[config.mk]
export PLATFORM = sky130hd
export DESIGN_NAME = flight_phase_detector_core
export DESIGN_NICKNAME = d
export VERILOG_FILES = /design/src/hw/rtl/fpd_pkg.sv /design/src/hw/rtl/fpd_timer.sv /design/src/hw/rtl/fpd_phase_fsm.sv /design/src/hw/rtl/flight_phase_detector_core.sv
export SDC_FILE = /design/constraint.sdc
export NUM_CORES = 1
export LEC_CHECK = 0
export BUFFER_PORTS_ARGS = -buffer_cell sky130_fd_sc_hd__buf_2
export CAP_MARGIN = 20
export CORE_AREA = 5 5 185 187
export CTS_CLUSTER_SIZE = 20
export DETAILED_ROUTE_END_ITERATION = 6
export DIE_AREA = 0 0 190 192
export PLACE_DENSITY = 0.86
export RECOVER_POWER = 25
export SLEW_MARGIN = 20
export SYNTH_ARGS = -nofsm -noshare
export SYNTH_HDL_FRONTEND = slang
export SYNTH_HIERARCHICAL = 1
export SYNTH_SLANG_ARGS = --single-unit
[constraint.sdc]
create_clock -name aclk -period 18 [get_ports aclk]
set_input_delay 3.6 -clock aclk [delete_from_list [all_inputs] [get_ports aclk]]
set_output_delay 3.6 -clock aclk [all_outputs]
set_load 0.1 [all_outputs]
[src/hw/rtl/fpd_pkg.sv]
// Shared types and constants for the flight phase detector.
// Used by fpd_timer, fpd_phase_fsm, flight_phase_detector_core and the testbench; depends on nothing else.
package fpd_pkg;

    // The interval registers are always 32 bits wide.
    localparam int INTERVAL_BITS = 32;
    // Configuration data is as wide as the widest register.
    localparam int CFG_DATA_BITS = 32;
    localparam int CFG_INDEX_BITS = 3;
    localparam int TICK_BITS = 16;
    localparam int PHASE_BITS = 3;
    // Result item: phase and phase_changed, padded to one byte.
    localparam int OUT_DATA_BITS = 8;

    localparam logic [CFG_INDEX_BITS-1:0] CFG_TERMINAL_ALT   = 3'd0;
    localparam logic [CFG_INDEX_BITS-1:0] CFG_LANDED_DZ      = 3'd1;
    localparam logic [CFG_INDEX_BITS-1:0] CFG_DESCENT_IVL    = 3'd2;
    localparam logic [CFG_INDEX_BITS-1:0] CFG_LANDING_IVL    = 3'd3;
    localparam logic [CFG_INDEX_BITS-1:0] CFG_SILENCE_IVL    = 3'd4;
    localparam logic [CFG_INDEX_BITS-1:0] CFG_RECOVERED_IVL  = 3'd5;

    typedef enum logic [PHASE_BITS-1:0] {
        PH_STAGING    = 3'd0,
        PH_TAKEOFF    = 3'd1,
        PH_ASCENDING  = 3'd2,
        PH_DESCENDING = 3'd3,
        PH_LANDING    = 3'd4,
        PH_RECOVERY   = 3'd5,
        PH_RECOVERED  = 3'd6
    } fpd_phase_t;

    typedef struct packed {
        logic [INTERVAL_BITS-1:0] descent;
        logic [INTERVAL_BITS-1:0] landing;
        logic [INTERVAL_BITS-1:0] silence;
        logic [INTERVAL_BITS-1:0] recovered;
    } fpd_intervals_t;

endpackage

[src/hw/rtl/fpd_timer.sv]
// One step of a saturating tick accumulator with its interval compare.
// Shared by the four phase timers; uses fpd_pkg for the tick and interval widths.
module fpd_timer #(
    parameter int TIMER_BITS = 32
) (
    input  logic                               running,
    input  logic [TIMER_BITS-1:0]              count,
    input  logic [fpd_pkg::TICK_BITS-1:0]      ticks,
    input  logic [fpd_pkg::INTERVAL_BITS-1:0]  interval,
    output logic                               running_next,
    output logic [TIMER_BITS-1:0]              count_next,
    output logic                               fire
);

    localparam int SUM_BITS =
        ((TIMER_BITS > fpd_pkg::TICK_BITS) ? TIMER_BITS : fpd_pkg::TICK_BITS) + 1;
    localparam int CMP_BITS =
        (TIMER_BITS > fpd_pkg::INTERVAL_BITS) ? TIMER_BITS : fpd_pkg::INTERVAL_BITS;

    logic [SUM_BITS-1:0]   sum;
    logic [TIMER_BITS-1:0] count_sat;

    assign sum = SUM_BITS'(count) + SUM_BITS'(ticks);
    // Anything above the top counter bit means the count saturates.
    assign count_sat = (|sum[SUM_BITS-1:TIMER_BITS]) ? '1 : sum[TIMER_BITS-1:0];

    always_comb begin
        if (!running) begin
            // A stopped timer starts from zero and cannot fire on this item.
            running_next = 1'b1;
            count_next   = '0;
            fire         = 1'b0;
        end else if (CMP_BITS'(count_sat) >= CMP_BITS'(interval)) begin
            running_next = 1'b0;
            count_next   = '0;
            fire         = 1'b1;
        end else begin
            running_next = 1'b1;
            count_next   = count_sat;
            fire         = 1'b0;
        end
    end

endmodule

[src/hw/rtl/fpd_phase_fsm.sv]
// Phase state machine: current phase, last altitude and the four timers.
// Uses fpd_pkg and one shared fpd_timer step unit.
module fpd_phase_fsm #(
    parameter int ALTITUDE_BITS = 18,
    parameter int TIMER_BITS    = 32
) (
    input  logic                                aclk,
    input  logic                                aresetn,
    input  logic                                step_valid,
    input  logic signed [ALTITUDE_BITS-1:0]     altitude,
    input  logic                                launch_armed,
    input  logic                                silence_held,
    input  logic [fpd_pkg::TICK_BITS-1:0]       elapsed_ticks,
    input  logic signed [ALTITUDE_BITS-1:0]     alt_threshold,
    input  logic [ALTITUDE_BITS-2:0]            landed_deadzone,
    input  fpd_pkg::fpd_intervals_t             intervals,
    output logic [fpd_pkg::PHASE_BITS-1:0]      phase_next,
    output logic                                phase_changed
);

    typedef enum logic [1:0] {
        TMR_DESCENT   = 2'd0,
        TMR_LANDING   = 2'd1,
        TMR_SILENCE   = 2'd2,
        TMR_RECOVERED = 2'd3
    } tmr_sel_t;

    // Two extra bits hold last_altitude plus or minus the deadzone.
    localparam int WIDE_BITS = ALTITUDE_BITS + 2;

    fpd_pkg::fpd_phase_t              phase_reg, phase_calc;
    logic signed [ALTITUDE_BITS-1:0]  last_alt_reg, last_alt_next;
    logic [3:0]                       tmr_running_reg, tmr_running_next;
    logic [TIMER_BITS-1:0]            tmr_count_reg [4];
    logic [TIMER_BITS-1:0]            tmr_count_next [4];

    tmr_sel_t                         tmr_sel;
    logic                             tmr_run;
    logic                             tmr_clear;
    logic [fpd_pkg::INTERVAL_BITS-1:0] tmr_interval;
    logic                             tu_running_next;
    logic [TIMER_BITS-1:0]            tu_count_next;
    logic                             tu_fire;

    logic signed [WIDE_BITS-1:0]      alt_w, last_w, dz_w;
    logic                             in_band;

    assign alt_w   = WIDE_BITS'(altitude);
    assign last_w  = WIDE_BITS'(last_alt_reg);
    assign dz_w    = WIDE_BITS'($signed({1'b0, landed_deadzone}));
    assign in_band = (alt_w <= last_w + dz_w) && (alt_w >= last_w - dz_w);

    always_comb begin
        case (tmr_sel)
            TMR_DESCENT:   tmr_interval = intervals.descent;
            TMR_LANDING:   tmr_interval = intervals.landing;
            TMR_SILENCE:   tmr_interval = intervals.silence;
            TMR_RECOVERED: tmr_interval = intervals.recovered;
            default:       tmr_interval = intervals.recovered;
        endcase
    end

    fpd_timer #(
        .TIMER_BITS (TIMER_BITS)
    ) u_timer (
        .running      (tmr_running_reg[tmr_sel]),
        .count        (tmr_count_reg[tmr_sel]),
        .ticks        (elapsed_ticks),
        .interval     (tmr_interval),
        .running_next (tu_running_next),
        .count_next   (tu_count_next),
        .fire         (tu_fire)
    );

    // Only the rule of the current phase is evaluated.
    always_comb begin
        phase_calc    = phase_reg;
        last_alt_next = last_alt_reg;
        tmr_sel       = TMR_DESCENT;
        tmr_run       = 1'b0;
        tmr_clear     = 1'b0;
        case (phase_reg)
            fpd_pkg::PH_STAGING: begin
                if (launch_armed) phase_calc = fpd_pkg::PH_TAKEOFF;
            end
            fpd_pkg::PH_TAKEOFF: begin
                if (!launch_armed) begin
                    phase_calc = fpd_pkg::PH_STAGING;
                end else if (altitude >= alt_threshold) begin
                    phase_calc = fpd_pkg::PH_ASCENDING;
                end
            end
            fpd_pkg::PH_ASCENDING: begin
                tmr_sel       = TMR_DESCENT;
                tmr_run       = (altitude < last_alt_reg);
                tmr_clear     = !tmr_run;
                last_alt_next = altitude;
                if (tmr_run && tu_fire) phase_calc = fpd_pkg::PH_DESCENDING;
            end
            fpd_pkg::PH_DESCENDING: begin
                if (altitude <= alt_threshold) phase_calc = fpd_pkg::PH_LANDING;
            end
            fpd_pkg::PH_LANDING: begin
                tmr_sel       = TMR_LANDING;
                tmr_run       = in_band;
                tmr_clear     = !in_band;
                last_alt_next = altitude;
                if (tmr_run && tu_fire) phase_calc = fpd_pkg::PH_RECOVERY;
            end
            fpd_pkg::PH_RECOVERY: begin
                tmr_sel   = TMR_SILENCE;
                tmr_run   = silence_held;
                tmr_clear = !silence_held;
                if (tmr_run && tu_fire) phase_calc = fpd_pkg::PH_RECOVERED;
            end
            fpd_pkg::PH_RECOVERED: begin
                tmr_sel = TMR_RECOVERED;
                tmr_run = 1'b1;
                if (tu_fire) phase_calc = fpd_pkg::PH_RECOVERY;
            end
            default: begin
                phase_calc = phase_reg;
            end
        endcase
    end

    always_comb begin
        tmr_running_next = tmr_running_reg;
        for (int i = 0; i < 4; i++) begin
            tmr_count_next[i] = tmr_count_reg[i];
        end
        if (tmr_run) begin
            tmr_running_next[tmr_sel] = tu_running_next;
            tmr_count_next[tmr_sel]   = tu_count_next;
        end else if (tmr_clear) begin
            tmr_running_next[tmr_sel] = 1'b0;
            tmr_count_next[tmr_sel]   = '0;
        end
    end

    assign phase_next    = phase_calc;
    assign phase_changed = (phase_calc != phase_reg);

    always_ff @(posedge aclk) begin
        if (!aresetn) begin
            phase_reg       <= fpd_pkg::PH_STAGING;
            last_alt_reg    <= '0;
            tmr_running_reg <= '0;
            for (int i = 0; i < 4; i++) begin
                tmr_count_reg[i] <= '0;
            end
        end else if (step_valid) begin
            phase_reg       <= phase_calc;
            last_alt_reg    <= last_alt_next;
            tmr_running_reg <= tmr_running_next;
            for (int i = 0; i < 4; i++) begin
                tmr_count_reg[i] <= tmr_count_next[i];
            end
        end
    end

    // A timed phase is left only when its timer fires and stops, so at most one timer runs.
    a_one_timer: assert property (@(posedge aclk) disable iff (!aresetn)
        $onehot0(tmr_running_reg))
        else $error("more than one phase timer running");

    a_descent_owner: assert property (@(posedge aclk) disable iff (!aresetn)
        tmr_running_reg[TMR_DESCENT] |-> phase_reg == fpd_pkg::PH_ASCENDING)
        else $error("descent timer running outside ascending");

    a_recovered_owner: assert property (@(posedge aclk) disable iff (!aresetn)
        tmr_running_reg[TMR_RECOVERED] |-> phase_reg == fpd_pkg::PH_RECOVERED)
        else $error("recovered timer running outside recovered");

    a_idle_count: assert property (@(posedge aclk) disable iff (!aresetn)
        !tmr_running_reg[TMR_LANDING] |-> tmr_count_reg[TMR_LANDING] == '0)
        else $error("stopped landing timer holds a count");

endmodule

[src/hw/rtl/flight_phase_detector_core.sv]
// Top level of the flight phase detector: stream ports, configuration
// registers, input and result registers. Uses fpd_pkg, fpd_phase_fsm, fpd_timer.
//
// Usage: each input item on the s_ channel carries one altitude sample, the
// launch and silence switches and the ticks elapsed since the previous item.
// For every accepted item exactly one result item leaves on the m_ channel
// with the phase after that item and a flag set when the phase changed.
// Items are accepted on cycles where s_tvalid and s_tready are both high,
// results are taken where m_tvalid and m_tready are both high.
// An accepted item first loads the input register; the phase rule and the shared
// timer step then load the result register, which drives m_tvalid, once the
// result register is empty or being taken. Throughput is one item per cycle while
// the receiver does not stall.
// When the receiver stalls, the result register holds its item and the input
// register holds one more; s_tready then drops until m_tready returns.
// Configuration registers are written through cfg_wr_en/cfg_index/cfg_wdata; the user
// must write them only while no item is in flight, which the block does not enforce.
// A synchronous low aresetn returns the phase to staging, clears the timers and last
// altitude, loads the register defaults and empties both item registers.
module flight_phase_detector_core #(
    parameter int ALTITUDE_BITS = 18,
    parameter int TIMER_BITS    = 32
) (
    input  logic                                  aclk,
    input  logic                                  aresetn,
    // Fields from bit 0: altitude, launch_armed, silence_held, elapsed_ticks, zero pad.
    input  logic [((ALTITUDE_BITS + fpd_pkg::TICK_BITS + 9) / 8) * 8 - 1:0] s_tdata,
    input  logic                                  s_tvalid,
    output logic                                  s_tready,
    // Fields from bit 0: phase, phase_changed, zero pad.
    output logic [fpd_pkg::OUT_DATA_BITS-1:0]     m_tdata,
    output logic                                  m_tvalid,
    input  logic                                  m_tready,
    input  logic                                  cfg_wr_en,
    input  logic [fpd_pkg::CFG_INDEX_BITS-1:0]    cfg_index,
    input  logic [fpd_pkg::CFG_DATA_BITS-1:0]     cfg_wdata
);

    localparam int OUT_PAD_BITS  = fpd_pkg::OUT_DATA_BITS - fpd_pkg::PHASE_BITS - 1;

    // Configuration registers.
    logic signed [ALTITUDE_BITS-1:0]  terminal_alt_reg;
    logic [ALTITUDE_BITS-2:0]         deadzone_reg;
    fpd_pkg::fpd_intervals_t          intervals_reg;

    // Input register.
    logic                             in_valid_reg;
    logic signed [ALTITUDE_BITS-1:0]  altitude_reg;
    logic                             launch_reg;
    logic                             silence_reg;
    logic [fpd_pkg::TICK_BITS-1:0]    ticks_reg;

    // Result register.
    logic                             out_valid_reg;
    logic [fpd_pkg::PHASE_BITS-1:0]   phase_reg;
    logic                             changed_reg;

    logic                             step_go;
    logic                             s_accept;
    logic [fpd_pkg::PHASE_BITS-1:0]   phase_next;
    logic                             changed_next;

    assign step_go  = in_valid_reg && (!out_valid_reg || m_tready);
    assign s_tready = !in_valid_reg || step_go;
    assign s_accept = s_tvalid && s_tready;

    always_ff @(posedge aclk) begin
        if (!aresetn) begin
            terminal_alt_reg        <= ALTITUDE_BITS'(1000);
            deadzone_reg            <= (ALTITUDE_BITS-1)'(5);
            intervals_reg.descent   <= 32'd10000;
            intervals_reg.landing   <= 32'd10000;
            intervals_reg.silence   <= 32'd5000;
            intervals_reg.recovered <= 32'd600000;
        end else if (cfg_wr_en) begin
            case (cfg_index)
                fpd_pkg::CFG_TERMINAL_ALT:  terminal_alt_reg <= cfg_wdata[ALTITUDE_BITS-1:0];
                fpd_pkg::CFG_LANDED_DZ:     deadzone_reg <= cfg_wdata[ALTITUDE_BITS-2:0];
                fpd_pkg::CFG_DESCENT_IVL:   intervals_reg.descent <= cfg_wdata;
                fpd_pkg::CFG_LANDING_IVL:   intervals_reg.landing <= cfg_wdata;
                fpd_pkg::CFG_SILENCE_IVL:   intervals_reg.silence <= cfg_wdata;
                fpd_pkg::CFG_RECOVERED_IVL: intervals_reg.recovered <= cfg_wdata;
                default: ;
            endcase
        end
    end

    always_ff @(posedge aclk) begin
        if (!aresetn) begin
            in_valid_reg <= 1'b0;
        end else if (s_accept) begin
            in_valid_reg <= 1'b1;
        end else if (step_go) begin
            in_valid_reg <= 1'b0;
        end
    end

    always_ff @(posedge aclk) begin
        if (s_accept) begin
            altitude_reg <= s_tdata[ALTITUDE_BITS-1:0];
            launch_reg   <= s_tdata[ALTITUDE_BITS];
            silence_reg  <= s_tdata[ALTITUDE_BITS+1];
            ticks_reg    <= s_tdata[ALTITUDE_BITS+2 +: fpd_pkg::TICK_BITS];
        end
    end

    fpd_phase_fsm #(
        .ALTITUDE_BITS (ALTITUDE_BITS),
        .TIMER_BITS    (TIMER_BITS)
    ) u_fsm (
        .aclk              (aclk),
        .aresetn           (aresetn),
        .step_valid        (step_go),
        .altitude          (altitude_reg),
        .launch_armed      (launch_reg),
        .silence_held      (silence_reg),
        .elapsed_ticks     (ticks_reg),
        .alt_threshold     (terminal_alt_reg),
        .landed_deadzone   (deadzone_reg),
        .intervals         (intervals_reg),
        .phase_next        (phase_next),
        .phase_changed     (changed_next)
    );

    always_ff @(posedge aclk) begin
        if (!aresetn) begin
            out_valid_reg <= 1'b0;
        end else if (step_go) begin
            out_valid_reg <= 1'b1;
        end else if (m_tready) begin
            out_valid_reg <= 1'b0;
        end
    end

    always_ff @(posedge aclk) begin
        if (step_go) begin
            phase_reg   <= phase_next;
            changed_reg <= changed_next;
        end
    end

    assign m_tvalid = out_valid_reg;
    assign m_tdata  = {{OUT_PAD_BITS{1'b0}}, changed_reg, phase_reg};

endmodule

=== Word-level counts from Yosys, hierarchy flattened ===
Memories as Yosys holds them, arrays and structs flattened.
Cells that the tools add are included.

* Logic and storage cells: 129
* Output and inout port bits: 10
* Flip-flop bits (word level): 230
* Memories: 1
* RAM bits: 128

* Mux-type cells: 44
* Reduce and logical (&&, ||, !) cells: 30
* Add/sub/neg operators: 3
* Equality and inequality tests: 15
* Order comparisons: 10
* Bitwise logic cells: 9

{| class="wikitable"
|+ Memory list
! name !! words !! width !! read ports !! clocked after Yosys merged registers in !! write ports !! RTL line !! RTL
|-
| u_fsm.tmr_count_reg || 4 || 32 || 5 || 0 || 4 || fpd_phase_fsm.sv:34 || <nowiki>logic [TIMER_BITS-1:0] tmr_count_reg [4];</nowiki>
|}

{| class="wikitable"
|+ Operators by type and width
! operator !! number
|-
| 2-to-1 mux 128 bit || 2
|-
| 2-to-1 mux 32 bit || 8
|-
| AND 128 bit || 1
|-
| bitwise mux 128 bit || 1
|-
| inverter 128 bit || 1
|-
| case mux 32 bit (4 select lines) || 1
|-
| demux 32 bit (select 2 bit) || 1
|-
| adder 32 x 16 -> 33 bit || 1
|-
| >= comparator 32 bit || 1
|-
| 2-to-1 mux 3 bit || 8
|-
| case mux 3 bit (7 select lines) || 1
|-
| adder 18 x 18 -> 19 bit || 1
|-
| >= comparator 18 x 19 -> 1 bit || 1
|-
| less-or-equal comparator 18 x 19 -> 1 bit || 1
|-
| subtractor 18 x 18 -> 19 bit || 1
|-
| >= comparator 18 bit || 1
|-
| less-or-equal comparator 18 bit || 1
|-
| less-than comparator 18 bit || 1
|-
| AND reduction 2 bit || 8
|-
| == test 3 bit, second input constant || 5
|-
| 2-to-1 mux 1 bit || 14
|-
| == test 3 x 2 -> 1 bit, second input constant || 4
|-
| logical AND 1 bit || 8
|-
| 2-to-1 mux 4 bit || 2
|-
| 24 further kinds || 37
|}

=== Depth between registers and ports, before layout ===
* Depth after elaboration: 12
* Mapped depth: 29
* Gate-level depth less buffers: 25

=== By module ===
Netlist, hierarchy kept.

{| class="wikitable"
|+ Modules (own cells, without submodules)
! module !! seq. area each (sq um) !! area each (sq um) !! times used !! cells each
|-
| fpd_phase_fsm || 4344.2 || 11952.7 || 1 || 1296
|-
| flight_phase_detector_core || 4504.3 || 7402.1 || 1 || 640
|-
| fpd_timer || 0.0 || 2428.6 || 1 || 353
|}

=== Worst setup path before layout ===
Ideal clock, no wire load.

* Kind: input to output
* Start point: input port m_tready
* End point: output port s_tready
* Slack: 9.992 ns
* Stages on the path: 1
* Path buffers: 0
* Arrival time: 4.408 ns
* Cell sequence: nand3b_1

* Longest elaborated chain between the ends: 3

{| class="wikitable"
|+ RTL lines
! item !! RTL line !! RTL
|-
| from (decl) || flight_phase_detector_core.sv:33 || <nowiki>input logic m_tready,</nowiki>
|-
| logical OR 1 bit || flight_phase_detector_core.sv:63 || <nowiki>assign step_go = in_valid_reg && (!out_valid_reg || m_tready);</nowiki>
|-
| logical AND 1 bit || flight_phase_detector_core.sv:63 ||
|-
| logical OR 1 bit || flight_phase_detector_core.sv:64 || <nowiki>assign s_tready = !in_valid_reg || step_go;</nowiki>
|-
| to (decl) || flight_phase_detector_core.sv:29 || <nowiki>output logic s_tready,</nowiki>
|}

No other way between the ends.

==> results summary <==
The run finished, with violations left. The final reports fail on DRC, capacitance limit, slew limit. The final hold slack came out at 0.458 ns. Of the cells placed in the final design, the portion with a size suffix greater than 1 is 0.101. The slew of the pin with the lowest slew margin is 3.08 ns. The sum of routed wire length over all layers is 56300 µm. The slowest stage of the critical path belongs to the cell sky130_fd_sc_hd__clkbuf_1.

Summed over all layers, the global routing overflow is 0. Sorting the synthesized cells by how often they occur yields sky130_fd_sc_hd__nand2_1 (358), sky130_fd_sc_hd__mux2i_1 (216), sky130_fd_sc_hd__dfxtp_1 (190), sky130_fd_sc_hd__edfxtp_1 (168), sky130_fd_sc_hd__a21oi_1 (162). The first detailed-routing pass ran for 7 iterations. The worst register-to-register path begins at u_fsm/phase_reg[1].

The worst-case IR drop observed on VDD is 87.3 µV. Row generation in the floorplan step produced 66 rows. The number of clock sinks is 358. By instance count, the leading cell after synthesis is sky130_fd_sc_hd__nand2_1.

The accumulated negative setup slack came out at 0 ns. The largest fanout on the critical path is 80. Detailed routing inserted a total of 17900 vias. For this configuration, the core starts out at a cell density of 0.675. The analysis attributes to cell leakage a power of 0.00940 µW.

The average wire length per cell after detail routing came out at 20.4 µm. STA classifies the critical path endpoint as a flop. The total setup buffers inserted after CTS came out at 0.

The post-route minimum period is 9.06 ns. The stage delay of the slowest cell on the critical path came out at 2.14 ns. Traced cell by cell, the critical path runs through clkbuf_1 -> clkbuf_1 -> nand2_4 -> buf_4. The TritonCTS buffer count is 39.

The tree is rooted in a sky130_fd_sc_hd__clkbuf_16. The insertion delay to the later sink of the worst-skew pair is 0.54 ns. The number of violations reported at the end of detailed-routing iteration 0 came out at 1844. The end of the worst register-to-register path is changed_reg. The clock transition at the register clock pins on the worst setup and hold paths after CTS is 0.06 ns.

sky130_fd_sc_hd__edfxtp_1 takes more of the synthesized area than any other cell. Among all flip-flop cells after synthesis, the most frequent one is sky130_fd_sc_hd__dfxtp_1. For this run, the register share of the synthesized area comes to 0.406. The final-stage net count is 2530. The proportion of register bits with asynchronous set or reset after synthesis is 0. The worst hold path terminates at intervals_reg[123].

In this run, synthesis inferred 168 flip-flops with an integrated enable. The number of hold-slack violations in the final timing report is 0. The startpoint type of the worst setup path is an input port. Entering global routing, the biggest net connects 108 pins. The mean instance size in the synthesized netlist is 9.52 µm². The overall power of the completed layout came out at 1950 µW.

The die covers 36500 µm². Max-cap violations in this run came to 6. In this run the register-to-register setup slack is 8.98 ns. The power density of the placed cells is 82.4 nW/µm². The count of antenna diodes in the layout came out at 0. After filler insertion, the fill cell instance count of the layout stands at 2214. The timing-limited maximum frequency is 110 MHz. In this run the remaining antenna-violating nets after routing total 0.

The ratio of routed vias to standard cells came out at 6.48. The all-layer global routing usage came out at 0.302. The global-route wire length before repair is 90200 µm. The count of different cell masters after synthesis came out at 86.

The number of global-route vias before repair came out at 17800. Detailed placement ended at an HPWL of 36600 µm. The final period utilization came out at 0.503. The worst setup skew after layout is 0.0185 ns. The final-report setup violation count is 0.

TritonCTS built the clock tree. The H-tree was split into 2 levels. The number of primary I/O pins is 90. The number of design rule violations left after detail routing is 8. The critical path arrival is 9.21 ns. The number of instances in the synthesized netlist is 2289. Of the post-synthesis cell area, the dominant cell type holds 0.232. Setup repair after global routing left no endpoint under its margin. The total number of yosys warnings came out at 6. The instance count along the most critical hold path came out at 2. The number of storage elements in the synthesis netlist came out at 358. The path class of the tightest hold or removal check is reg2reg. Among the stages of the critical path, the cell type that occurs most often is sky130_fd_sc_hd__clkbuf_1. The count of instances resized after the clock tree is built came out at 0. For the worst setup path, the data required time is 18.15 ns. The congestion estimate from routability-driven global placement came to 0.872. Measured on the finished design, the core utilization comes to 0.732. By area the synthesized netlist is led by sky130_fd_sc_hd__edfxtp_1 (23%), sky130_fd_sc_hd__dfxtp_1 (17%), sky130_fd_sc_hd__mux2i_1 (9.9%). In this run the vertical extent of the chip is 192 µm. The synthesized netlist occupies a cell area of 21800 µm². The initial antenna violation count is 0. The maximum clock insertion buffer count came out at 3. The count of final max-slew check failures is 248. The number of port buffers came out at 81. In this run, post-CTS hold repair placed 0 buffers. The startpoint identified for the worst hold timing path is intervals_reg[123]. The die width is 190 µm.

For the worst flop-to-flop path, the logic depth is 26. In this run the tightest slew margin relative to its limit is -1.06. Compared with the post-synthesis result, the final layout area differs by 8.55%.

The area of the core is 32300 µm². The setup path with the least slack is of type in2reg.
-- cell type report --
type,instances,area (µm²),area share
clock inverters,26,248,0.0105
clock buffers,45,1040,0.0440
repair buffers,109,589,0.0249
inverters,119,447,0.0189
flip-flops and latches,358,8850,0.374
well taps,442,553,0.0234
multi-input cells,1665,11900,0.504
-- worst max-delay path: cells and delay by family --
family / cells / cell delay [ns]
buffers and inverters: 3 / 4.56
and+or+nand+nor: 1 / 0.95
-- routing by layer --
| layer | routed length, µm | global-route usage |
|---|---|---|
| met4 | 2440 | 0.138 |
| met1 | 23000 | 0.394 |
| met5 | 0 | 0 |
| met3 | 4180 | 0.0473 |
| met2 | 26700 | 0.499 |
-- kinds of logic (layout without fill, tap and decap cells) --
family | count (synthesis) | in the layout | synth area share
xor gates and xnor gates | 47 | 47 | 0.0189
AOI/OAI and AO/OA | 455 | 455 | 0.135
buffers and inverters | 269 | 299 | 0.0515
adders and majority gates | 158 | 158 | 0.0918
other | 1 | 4 | 0.000172
DFF | 358 | 358 | 0.406
and+or+nand+nor | 749 | 749 | 0.161
muxes | 252 | 252 | 0.135
-- power by group --
part	total, µW	internal (µW)	switching (µW)	leakage (µW)
clock	809	474	335	0.000629
sequential	904	883	20.3	0.00325
combinational	235	86.5	149	0.00551
total	1950	1440	504	0.00940
-- per-stage QoR --
stage,instances,worst slack (ns),instance area [µm²]
2_1_floorplan,2292,9.99,21800
5_1_grt,2764,8.46,23600
4_1_cts,2763,9.18,23700
3_3_place_gp,2692,9.29,22400
3_5_place_dp,2692,9.18,22400
6_report,2764,8.94,23600
-- worst max-delay path by stage --
stage	from	to	slack (ns)	cells past startpoint
floorplan	m_tready	s_tready	9.99	1
finish	aresetn	u_fsm/tmr_count_reg[3][24]	8.94	4
global route	aresetn	u_fsm/tmr_count_reg[2][19]	8.46	4
global placement	u_fsm/phase_reg[1]	changed_reg	9.29	26
CTS	u_fsm/phase_reg[1]	changed_reg	9.18	26
detailed placement	u_fsm/phase_reg[1]	changed_reg	9.18	26
-- cell usage in the layout (no fill, tap or decap), types with 9 or more instances in the layout --
cell / instances
sky130_fd_sc_hd__nand2b_1: 12
sky130_fd_sc_hd__mux2i_1: 216
sky130_fd_sc_hd__a21oi_1: 161
sky130_fd_sc_hd__a31oi_1: 10
sky130_fd_sc_hd__inv_1: 117
sky130_fd_sc_hd__nand2_1: 355
sky130_fd_sc_hd__a21o_1: 14
sky130_fd_sc_hd__buf_4: 19
sky130_fd_sc_hd__nand3_1: 115
sky130_fd_sc_hd__and3_1: 18
sky130_fd_sc_hd__o21ai_0: 76
sky130_fd_sc_hd__buf_2: 78
sky130_fd_sc_hd__a311oi_1: 9
sky130_fd_sc_hd__clkbuf_1: 15
sky130_fd_sc_hd__o31ai_1: 101
sky130_fd_sc_hd__a211oi_1: 11
sky130_fd_sc_hd__ha_1: 155
sky130_fd_sc_hd__nor3_1: 16
sky130_fd_sc_hd__nor2_1: 80
sky130_fd_sc_hd__clkinv_2: 9
sky130_fd_sc_hd__nand4_1: 24
sky130_fd_sc_hd__xnor2_1: 36
sky130_fd_sc_hd__edfxtp_1: 168
sky130_fd_sc_hd__xor2_1: 11
sky130_fd_sc_hd__dfxtp_1: 188
sky130_fd_sc_hd__mux4_2: 33
sky130_fd_sc_hd__nor2b_1: 75
sky130_fd_sc_hd__clkbuf_16: 41
No activity file was read; power rests on OpenSTA's default activity.
